### src/rtl/core/assert_macros.svh
// Assertion macros used by the RTL of the shelf packer.
// Clock and reset names follow the project convention (i_clk, i_rst_n).
`ifndef ASSERT_MACROS_SVH
`define ASSERT_MACROS_SVH

// Checked only while out of reset.
`define ASSERT_RST(label, prop, msg) \
    label: assert property (@(posedge i_clk) disable iff (!i_rst_n) (prop)) else $error(msg);

// Checked on every clock edge, reset included.
`define ASSERT_ALWAYS(label, prop, msg) \
    label: assert property (@(posedge i_clk) (prop)) else $error(msg);

`endif

### src/rtl/core/srp_pkg.sv
// Shared types, widths and codes for the shelf rectangle packer.
// No dependencies.
`timescale 1ns / 1ps

package srp_pkg;

    localparam int MAX_SHELVES_DEF = 64;
    localparam int DIM_W           = 13;
    localparam int SUM_W           = DIM_W + 1;
    localparam int COORD_W         = 12;
    localparam int CFG_IDX_W       = 2;

    localparam logic [DIM_W-1:0] DIM_LIMIT = 13'd4096;

    // configuration register indexes
    localparam logic [CFG_IDX_W-1:0] CFG_ATLAS_WIDTH  = 2'd0;
    localparam logic [CFG_IDX_W-1:0] CFG_ATLAS_HEIGHT = 2'd1;
    localparam logic [CFG_IDX_W-1:0] CFG_FLUSH        = 2'd2;

    // operation codes
    localparam logic OP_ALLOC = 1'b0;
    localparam logic OP_CLEAR = 1'b1;

    typedef struct packed {
        logic [DIM_W-1:0] top;
        logic [DIM_W-1:0] tall;
        logic [DIM_W-1:0] fill;
    } t_shelf;

    // operands of the shared fit unit
    typedef struct packed {
        logic             new_shelf;  // 1: test stack bottom, 0: test a shelf
        logic [DIM_W-1:0] req_w;
        logic [DIM_W-1:0] req_h;
        logic [DIM_W-1:0] lim_w;
        logic [DIM_W-1:0] lim_h;
        logic [DIM_W-1:0] bottom;
        t_shelf           shelf;
    } t_fit_req;

    typedef struct packed {
        logic             fit;
        logic [SUM_W-1:0] sum;
    } t_fit_rsp;

endpackage

### src/rtl/core/shelf_rect_packer_core.sv
// Top level of the shelf rectangle packer: config registers and scan sequencer.
// Depends on srp_pkg, srp_shelf_mem, srp_fit_unit and assert_macros.svh.
`timescale 1ns / 1ps
//
// Usage:
//   Config: i_cfg_we with i_cfg_index / i_cfg_wdata writes a register at the
//   clock edge (0 atlas width, 1 atlas height, 2 flush on full). Write only
//   while busy is low.
//   Command: a word is taken at the edge where start is high and busy is low.
//   The result is on o_placed/o_slot_u/o_slot_v/o_cleared for one cycle while
//   o_strobe is high; the receiver cannot stall it.
//   Timing: a clear word answers in the cycle after it is taken. An allocate
//   scans the shelf table through one memory read port, one shelf a cycle,
//   with one shared add/compare unit, and opens a new shelf if none fits;
//   a failed attempt that flushes the table retries once on the empty table.
//   busy is high meanwhile; busy drops in the strobe cycle so the next word
//   may start then.
//   Reset (synchronous, active low) empties the table and loads the config
//   defaults; the shelf memory itself needs no clearing.
//
module shelf_rect_packer_core
    import srp_pkg::*;
#(
    parameter int MAX_SHELVES = MAX_SHELVES_DEF
) (
    input  logic                 i_clk,
    input  logic                 i_rst_n,
    input  logic                 i_cfg_we,
    input  logic [CFG_IDX_W-1:0] i_cfg_index,
    input  logic [DIM_W-1:0]     i_cfg_wdata,
    input  logic                 start,
    output logic                 busy,
    input  logic                 i_operation,
    input  logic [DIM_W-1:0]     i_glyph_width,
    input  logic [DIM_W-1:0]     i_glyph_height,
    output logic                 o_strobe,
    output logic                 o_placed,
    output logic [COORD_W-1:0]   o_slot_u,
    output logic [COORD_W-1:0]   o_slot_v,
    output logic                 o_cleared
);

    localparam int IDX_W = (MAX_SHELVES > 1) ? $clog2(MAX_SHELVES) : 1;
    localparam int CNT_W = $clog2(MAX_SHELVES + 1);
    localparam logic [CNT_W-1:0] CNT_MAX = CNT_W'(MAX_SHELVES);

    typedef enum logic [1:0] {
        S_IDLE,
        S_START,
        S_SCAN,
        S_NEW
    } t_state;

    t_state           r_state;
    logic [DIM_W-1:0] r_atlas_width;
    logic [DIM_W-1:0] r_atlas_height;
    logic             r_flush_on_full;
    logic [CNT_W-1:0] r_count;
    logic [DIM_W-1:0] r_bottom;
    logic [DIM_W-1:0] r_w;
    logic [DIM_W-1:0] r_h;
    logic             r_retry;
    logic [CNT_W-1:0] r_idx;
    logic [IDX_W-1:0] r_cidx;
    logic             r_pend;

    logic [DIM_W-1:0] aw;
    logic [DIM_W-1:0] ah;
    logic             too_large;
    logic             more;
    logic             hit;
    logic             new_ok;
    t_shelf           rd_shelf;
    t_shelf           wr_shelf;
    logic             mem_we;
    logic [IDX_W-1:0] mem_waddr;
    t_fit_req         fit_req;
    t_fit_rsp         fit_rsp;
    logic [DIM_W-1:0] n_w;
    logic [DIM_W-1:0] n_h;

    assign aw   = (r_atlas_width  > DIM_LIMIT) ? DIM_LIMIT : r_atlas_width;
    assign ah   = (r_atlas_height > DIM_LIMIT) ? DIM_LIMIT : r_atlas_height;
    assign busy = (r_state != S_IDLE);

    // zero size counts as one pixel
    assign n_w = (i_glyph_width  == '0) ? DIM_W'(1) : i_glyph_width;
    assign n_h = (i_glyph_height == '0) ? DIM_W'(1) : i_glyph_height;

    always_comb begin
        fit_req.new_shelf = (r_state == S_NEW);
        fit_req.req_w     = r_w;
        fit_req.req_h     = r_h;
        fit_req.lim_w     = aw;
        fit_req.lim_h     = ah;
        fit_req.bottom    = r_bottom;
        fit_req.shelf     = rd_shelf;
    end

    srp_fit_unit u_fit (
        .i_req (fit_req),
        .o_rsp (fit_rsp)
    );

    always_comb begin
        too_large = (r_w > aw) || (r_h > ah);
        more      = (r_idx < r_count);
        hit       = (r_state == S_SCAN) && r_pend && fit_rsp.fit;
        new_ok    = (r_state == S_NEW) && fit_rsp.fit && (r_count < CNT_MAX);
        mem_we    = hit || new_ok;
        if (hit) begin
            mem_waddr     = r_cidx;
            wr_shelf.top  = rd_shelf.top;
            wr_shelf.tall = rd_shelf.tall;
            wr_shelf.fill = fit_rsp.sum[DIM_W-1:0];
        end else begin
            mem_waddr     = r_count[IDX_W-1:0];
            wr_shelf.top  = r_bottom;
            wr_shelf.tall = r_h;
            wr_shelf.fill = r_w;
        end
    end

    srp_shelf_mem #(
        .DEPTH (MAX_SHELVES),
        .IDX_W (IDX_W)
    ) u_mem (
        .i_clk   (i_clk),
        .i_we    (mem_we),
        .i_waddr (mem_waddr),
        .i_wdata (wr_shelf),
        .i_raddr (r_idx[IDX_W-1:0]),
        .o_rdata (rd_shelf)
    );

    always_ff @(posedge i_clk) begin
        if (!i_rst_n) begin
            r_state         <= S_IDLE;
            r_atlas_width   <= 13'd512;
            r_atlas_height  <= 13'd512;
            r_flush_on_full <= 1'b1;
            r_count         <= '0;
            r_bottom        <= '0;
            r_retry         <= 1'b0;
            r_pend          <= 1'b0;
            r_idx           <= '0;
            o_strobe        <= 1'b0;
            o_placed        <= 1'b0;
            o_cleared       <= 1'b0;
            o_slot_u        <= '0;
            o_slot_v        <= '0;
        end else begin
            o_strobe <= 1'b0;
            if (i_cfg_we) begin
                case (i_cfg_index)
                    CFG_ATLAS_WIDTH:  r_atlas_width   <= i_cfg_wdata;
                    CFG_ATLAS_HEIGHT: r_atlas_height  <= i_cfg_wdata;
                    CFG_FLUSH:        r_flush_on_full <= i_cfg_wdata[0];
                    default: ;
                endcase
            end
            case (r_state)
                S_IDLE: begin
                    if (start) begin
                        r_w     <= n_w;
                        r_h     <= n_h;
                        r_retry <= 1'b0;
                        if (i_operation == OP_CLEAR) begin
                            r_count   <= '0;
                            r_bottom  <= '0;
                            o_strobe  <= 1'b1;
                            o_placed  <= 1'b0;
                            o_cleared <= 1'b1;
                            o_slot_u  <= '0;
                            o_slot_v  <= '0;
                        end else begin
                            o_cleared <= 1'b0;
                            r_state   <= S_START;
                        end
                    end
                end
                S_START: begin
                    r_idx  <= '0;
                    r_pend <= 1'b0;
                    r_state <= too_large ? S_NEW : S_SCAN;
                end
                S_SCAN: begin
                    if (hit) begin
                        o_strobe <= 1'b1;
                        o_placed <= 1'b1;
                        o_slot_u <= rd_shelf.fill[COORD_W-1:0];
                        o_slot_v <= rd_shelf.top[COORD_W-1:0];
                        r_pend   <= 1'b0;
                        r_state  <= S_IDLE;
                    end else if (more) begin
                        // read for r_idx is in flight, compared next cycle
                        r_cidx <= r_idx[IDX_W-1:0];
                        r_pend <= 1'b1;
                        r_idx  <= r_idx + CNT_W'(1);
                    end else begin
                        r_pend  <= 1'b0;
                        r_state <= S_NEW;
                    end
                end
                S_NEW: begin
                    if (new_ok && !too_large) begin
                        r_count  <= r_count + CNT_W'(1);
                        r_bottom <= fit_rsp.sum[DIM_W-1:0];
                        o_strobe <= 1'b1;
                        o_placed <= 1'b1;
                        o_slot_u <= '0;
                        o_slot_v <= r_bottom[COORD_W-1:0];
                        r_state  <= S_IDLE;
                    end else if (r_flush_on_full && !r_retry) begin
                        // flush the table and try once more
                        r_count   <= '0;
                        r_bottom  <= '0;
                        r_retry   <= 1'b1;
                        o_cleared <= 1'b1;
                        r_state   <= S_START;
                    end else begin
                        o_strobe <= 1'b1;
                        o_placed <= 1'b0;
                        o_slot_u <= '0;
                        o_slot_v <= '0;
                        r_state  <= S_IDLE;
                    end
                end
                default: r_state <= S_IDLE;
            endcase
        end
    end

`include "assert_macros.svh"

    `ASSERT_RST(a_count_bound, r_count <= CNT_MAX, "shelf count above table size")
    `ASSERT_RST(a_placed_cnt, (o_strobe && o_placed) |-> (r_count != '0), "placed, no shelf")
    `ASSERT_RST(a_strobe_cause, o_strobe |-> ($past(busy) || $past(start)), "stray result word")
    `ASSERT_RST(a_no_write_idle, (r_state == S_IDLE) |-> !mem_we, "shelf write while idle")

endmodule

### src/rtl/core/srp_shelf_mem.sv
// Shelf table: one write port, one read port with registered read data.
// Depends on srp_pkg.
`timescale 1ns / 1ps

module srp_shelf_mem
    import srp_pkg::*;
#(
    parameter int DEPTH = MAX_SHELVES_DEF,
    parameter int IDX_W = (DEPTH > 1) ? $clog2(DEPTH) : 1
) (
    input  logic             i_clk,
    input  logic             i_we,
    input  logic [IDX_W-1:0] i_waddr,
    input  t_shelf           i_wdata,
    input  logic [IDX_W-1:0] i_raddr,
    output t_shelf           o_rdata
);

    t_shelf r_mem [DEPTH];
    t_shelf r_rdata;

    always_ff @(posedge i_clk) begin
        if (i_we) begin
            r_mem[i_waddr] <= i_wdata;
        end
        r_rdata <= r_mem[i_raddr];
    end

    assign o_rdata = r_rdata;

endmodule

### src/rtl/core/srp_fit_unit.sv
// Shared fit test: one adder, limit and height compares, for scan and new-shelf test.
// Depends on srp_pkg.
`timescale 1ns / 1ps

module srp_fit_unit
    import srp_pkg::*;
(
    input  t_fit_req i_req,
    output t_fit_rsp o_rsp
);

    logic [DIM_W-1:0] opa;
    logic [DIM_W-1:0] opb;
    logic [DIM_W-1:0] lim;
    logic [SUM_W-1:0] sum;
    logic             tall_ok;

    always_comb begin
        opa     = i_req.new_shelf ? i_req.bottom : i_req.shelf.fill;
        opb     = i_req.new_shelf ? i_req.req_h  : i_req.req_w;
        lim     = i_req.new_shelf ? i_req.lim_h  : i_req.lim_w;
        sum     = {1'b0, opa} + {1'b0, opb};
        tall_ok = i_req.new_shelf || (i_req.req_h <= i_req.shelf.tall);
        o_rsp.sum = sum;
        o_rsp.fit = tall_ok && (sum <= {1'b0, lim});
    end

endmodule
### config.mk
export PLATFORM = sky130hd
export DESIGN_NAME = shelf_rect_packer_core
export DESIGN_NICKNAME = d
export VERILOG_FILES = /design/src/rtl/core/srp_pkg.sv /design/src/rtl/core/shelf_rect_packer_core.sv /design/src/rtl/core/srp_shelf_mem.sv /design/src/rtl/core/srp_fit_unit.sv
export VERILOG_INCLUDE_DIRS = /design/src /design/src/rtl/core
export SDC_FILE = /design/constraint.sdc
export NUM_CORES = 2
export LEC_CHECK = 0
export BUFFER_PORTS_ARGS = -buffer_cell sky130_fd_sc_hd__buf_2
export CAP_MARGIN = 25
export CELL_PAD_IN_SITES_DETAIL_PLACEMENT = 0
export CELL_PAD_IN_SITES_GLOBAL_PLACEMENT = 1
export CORE_MARGIN = 5
export CORE_UTILIZATION = 56
export DETAILED_ROUTE_END_ITERATION = 7
export PLACE_DENSITY = 0.79
export SYNTH_ARGS = -nofsm -noshare
export SYNTH_HDL_FRONTEND = slang
export SYNTH_SLANG_ARGS = --single-unit
### constraint.sdc
create_clock -name i_clk -period 23.4 [get_ports i_clk]
set_input_delay 4.68 -clock i_clk [delete_from_list [all_inputs] [get_ports i_clk]]
set_output_delay 4.68 -clock i_clk [all_outputs]
set_load 0.05 [all_outputs]
After elaboration in Yosys (flattened, before gate mapping)
Memory sizes are Yosys's and may differ from the RTL's. A register that Yosys moved wholly into a read port is not among the register bits.
Index checks and enable logic that the tools add are counted.
- memories kept: 1
- output and inout port bits: 28
- input port bits: 46
- word-level logic and storage cells: 136
- register bits after elaboration: 117
- memory bits (writable): 2496
- mux-type cells: 60
- reductions and logical operators: 30
- bitwise logic cells: 1
- add/subtract/negate cells: 3
- order comparisons: 8
- eq/ne operators: 16
- memory list (name ; depth ; width ; rd ports ; clocked after Yosys merged registers in ; wr ports ; RTL line ; source):
    u_mem.r_mem ; 64 ; 39 ; 1 ; 1 ; 1 ; srp_shelf_mem.sv:19 ; t_shelf r_mem [DEPTH];
- operators with widths (operator ; number):
    2-to-1 mux 13 bit ; 9
    2-to-1 mux 12 bit ; 7
    case mux 12 bit (3 select lines) ; 2
    2-to-1 mux 7 bit ; 6
    2-to-1 mux 39 bit ; 1
    case mux 7 bit (2 select lines) ; 2
    greater-than comparator 13 bit ; 2
    greater-than comparator 13 bit (second input constant) ; 2
    logical NOT 13 bit ; 2
    case mux 13 bit (2 select lines) ; 1
    2-to-1 mux 1 bit ; 21
    inequality test 2 bit (second input constant) ; 8
    adder 13 x 13 -> 14 bit ; 1
    adder 7 x 1 -> 7 bit (second input constant) ; 2
    <= comparator 14 x 13 -> 1 bit ; 1
    <= comparator 13 bit ; 1
    AND reduction 4 bit ; 3
    inequality test 3 bit (second input constant) ; 3
    AND reduction 3 bit ; 3
    2-to-1 mux 2 bit ; 4
    case mux 2 bit (4 select lines) ; 1
    logical AND 1 bit ; 7
    < comparator 7 bit ; 1
    < comparator 7 bit (second input constant) ; 1
    other kinds (13) ; 27

Longest topological paths before layout
- depth in word-level cells: 10
- mapped depth: 28
- mapped depth without buffers: 23

Modules after synthesis
From an unflattened synthesis, not the netlist that was laid out.
- cell total of the unflattened synthesis: 5115
- area, all modules: 103680.7 µm²
- by module, submodules not included (module ; area each (µm²) ; seq. area each (µm²) ; cells each ; instances):
    srp_shelf_mem ; 95816.9 ; 75732.6 ; 4233 ; 1
    shelf_rect_packer_core ; 6165.9 ; 2662.6 ; 674 ; 1
    srp_fit_unit ; 1697.9 ; 0.0 ; 208 ; 1

Worst setup path after synthesis
No wires, ideal clock.
- kind: register to register
- from: reg r_state[0]
- to: mem u_mem.r_mem[0][14] in the netlist's numbering (data pin)
- path slack: 15590 ps
- library setup time: 702 ps
- stages on the path, launching flop included: 24
- buffers on the path: 3
- arrival: 7108 ps
- data required time: 22698 ps
- period minus slack after synthesis: 7810 ps
- cells stage by stage: dfxtp_1 ha_1 clkbuf_1 buf_1 mux2_2 ha_1 inv_1 fa_1 nor2b_1 o31a_1 o21bai_1 a211o_1 nand3b_1 a21oi_1 xor2_1 inv_1 ha_1 nand3_1 nor4_1 a31oi_1 nor3_1 nand2_1 clkbuf_1 o21ai_0
- RTL lines (item ; RTL line ; source):
    start: declaration ; shelf_rect_packer_core.sv:54 ; t_state r_state;
    start signal: assignment ; shelf_rect_packer_core.sv:185 ; r_state <= too_large ? S_NEW : S_SCAN;
    end: declaration ; srp_shelf_mem.sv:19 ;

==> reports/results.ini <==
[global_route]
overflow = 0
grt_antenna_before_repair = 22
grt_pass1_vias = 48400
grt_max_degree = 134
grt_pass1_wl_um = 350000
grt_usage_pct = 26.1

[floorplan]
rows = 155
io_pins = 74
die_x_um = 434
die_h_um = 434
start_util_pct = 56.4
core_area_mm2 = 0.179
die-area_mm2 = 0.189

[placement]
place.gp.congestion = 0.855
place_area_mm2 = 0.105
dp_hpwl_um = 139000
io_buffers = 73
placed_cells = 6813

[clock_network]
clk_root_buffer_cell = clkbuf_16
max-clock-path-buffers = 3
htree_num_levels = 4
cts.sinks = 2587
clk_latency_ns = 0.88
post_cts_resize_count = 0
cts_tree = yes
clk_pin_slew_worst_paths_ns = 0.07
cts_hold_buffers = 0
post-cts-setup-buffer-count = 0
numCtsBuffers = 240

[min_path]
worstHoldPathCells = 2
hold_start = r_atlas_height[0]
whs_endpoint = r_atlas_height[0]
hold_class = reg2reg

[sta]
skew_ns = 0.0462
rsz0062_at_grt = false
finalCriticalPeriod_ns = 7.07
relSlewSlack_pct = 29.2
period_share_pct = 30.2
finalHoldViolations = 0
fmax_mhz = 141
fin_tns_setup_ns = 0
final-setup-viol-count = 0
finalMaxSlewViolations = 0
tightest_slew_ns = 1.06

[drt]
drtPass1Iterations = 6
drc = 0
vias_per_cell = 6.65
wl_um = 243000
wl_per_cell_um = 33.4
wl_met1_um = 95000
dr.first_iter.drc_count = 6279
vias = 48400
top_layer_used = met5
met3_length_um = 24400
detailroute.wirelength.met2_um = 116000
ant_nets = 0

[power_and_ir_drop]
leakage_nw = 32.2
power_mw = 9.54
ir_drop_mv = 0.0682
powerDensity_mw_per_mm2 = 84.2

[logic_synthesis]
synth-seq-cells = 2587
synth-edff-count = 2464
syn_nets = 4624
async_reset_ff_share_pct = 0
netlist_area_mm2 = 0.101
post_synth.cell_area_avg_um2 = 22.4
ys_seq_area_share_pct = 75.8
ys_types = 70
synth_flop_cell = edfxtp_1
synth_warnings = 0
synthCells = 4499

[final_layout]
final_nets = 4835
area_delta_synth_final_pct = 12.3
layout_commonest_cell = edfxtp_1
layout_common_cells = edfxtp_1, mux4_2, clkbuf_16, nand2_1, buf_4
final_cell_area_mm2 = 0.113
drive_gt1_share_pct = 31.2
layoutNonFillerInstCount = 7277

[setup_path]
path_class = reg2reg
crit_fanout = 58
cp.required_ns = 23.97
rr_endpoint = u_mem.r_mem[38][12]
reg2reg_depth = 26
cp-end-kind = flop
arrival_ns = 7.64
reg2reg_slack_ns = 16.33
r2r_start = r_state[1]
start_kind = flop

[run]
maxCapViolations = 0

[outcome]
status = finished clean

metal layers:
metal  GRT usage, %  vias to the layer above
met4           7.60                       12
met5              0                        -
met3           6.16                      415
li1               -                    19500
met2           40.4                     2629
met1           38.2                    25900
kinds of logic after synthesis:
group | after synthesis | synth area share, %
AND/OR/NAND/NOR | 412 | 1.83
XOR/XNOR | 11 | 0.0956
multiplexers | 866 | 18.6
buffers and inverters | 307 | 1.19
adder cells (fa/ha/maj) | 79 | 0.988
flip-flops | 2587 | 75.8
AO/OA/AOI/OAI | 237 | 1.51
cell usage after synthesis, types with 6 or more instances:
library cell | instances | area [µm²]
mux2_2 | 49 | 552
nor2_1 | 112 | 420
a31oi_1 | 14 | 87.6
nand4_1 | 25 | 156
o21ai_0 | 50 | 250
nand2b_1 | 9 | 56.3
clkbuf_1 | 182 | 683
and2_1 | 7 | 43.8
nor4_1 | 14 | 87.6
o31ai_1 | 8 | 60.1
a41oi_1 | 6 | 52.6
nand2_1 | 164 | 616
buf_1 | 67 | 251
mux4_2 | 798 | 18000
a22oi_1 | 11 | 82.6
a21oi_1 | 72 | 360
inv_1 | 44 | 165
ha_1 | 78 | 976
mux2i_1 | 19 | 190
edfxtp_1 | 2464 | 74000
xnor2_1 | 9 | 78.8
nor3_1 | 16 | 80.1
o21ai_1 | 8 | 40.0
nand3_1 | 34 | 170
buf_2 | 8 | 40.0
a211oi_1 | 21 | 158
dfxtp_1 | 123 | 2460
nor2b_1 | 9 | 56.3
critical path, cell delays in order, from the launching register on:
cell and delay (ns):
dfxtp_1 0.41, ha_2 0.19, buf_4 0.55, mux2_2 0.41
ha_1 0.21, inv_1 0.08, fa_1 0.21, nor2b_1 0.07
o31a_1 0.28, o21bai_1 0.24, a211o_1 0.19, nand3b_1 0.08
a21oi_1 0.19, xor2_1 0.37, inv_1 0.09, ha_1 0.31
nand3_1 0.11, nor2_1 0.13, o31ai_1 0.08, a31oi_1 0.27
nor3_2 0.08, buf_4 0.23, nand2_2 0.18, buf_4 0.59
nand2_1 0.20, o21ai_4 0.28, buf_4 0.58
report_power, final:
part	internal (mW)	switching, mW	total [mW]
clock network	2.22	1.70	3.92
logic	0.119	0.342	0.462
registers	5.12	0.0373	5.16
worst max path at each step:
stage	from	to	slack, ns	depth (start not counted)
after global routing	r_state[0]	u_mem.r_mem[2][11]	15.84	25
final	r_state[1]	u_mem.r_mem[38][12]	16.33	26
after detailed placement	start	o_slot_v[1]	16.13	5
after global placement	start	o_slot_u[6]	16.29	5
after CTS	r_state[1]	u_mem.r_mem[29][31]	16.20	23
after floorplan	r_state[0]	u_mem.r_mem[0][14]	15.59	23
per-stage QoR:
step / utilization (%) / setup WS (ns) / hold slack, ns
2_1_floorplan: - / 15.59 / 0.432
3_3_place_gp: 58.7 / 16.29 / 0.441
3_5_place_dp: 58.7 / 16.13 / 0.444
4_1_cts: 63.2 / 16.20 / 0.454
5_1_grt: 63.3 / 15.84 / 0.470
6_report: 63.3 / 16.33 / 0.454
final cells by class:
class | count | area, µm²
repair buffers | 232 | 1750
diodes | 4 | 10.0
inverters | 44 | 165
clock inverters | 143 | 1590
multi-input cells | 1605 | 23900
flip-flops and latches | 2587 | 76500
well taps | 2355 | 2950
fillers | 11600 | 65600
clock buffers | 307 | 6390
state kept, by name, summed over array words and instances, names as in the netlist:
| signal | flops |
|---|---|
| r_retry | 1 |
| r_count | 7 |
| r_atlas_height | 13 |
| u_mem.o_rdata | 38 |
| o_slot_u | 12 |
| r_pend | 1 |
| o_cleared | 1 |
| r_bottom | 13 |
| r_w | 13 |
| o_placed | 1 |
| r_flush_on_full | 1 |
| r_state | 2 |
| o_strobe | 1 |
| r_cidx | 6 |
| r_h | 13 |
| r_atlas_width | 13 |
| r_idx | 7 |
| o_slot_v | 12 |
| u_mem.r_mem | 2432 |
Power figures use the tool's default switching activity.
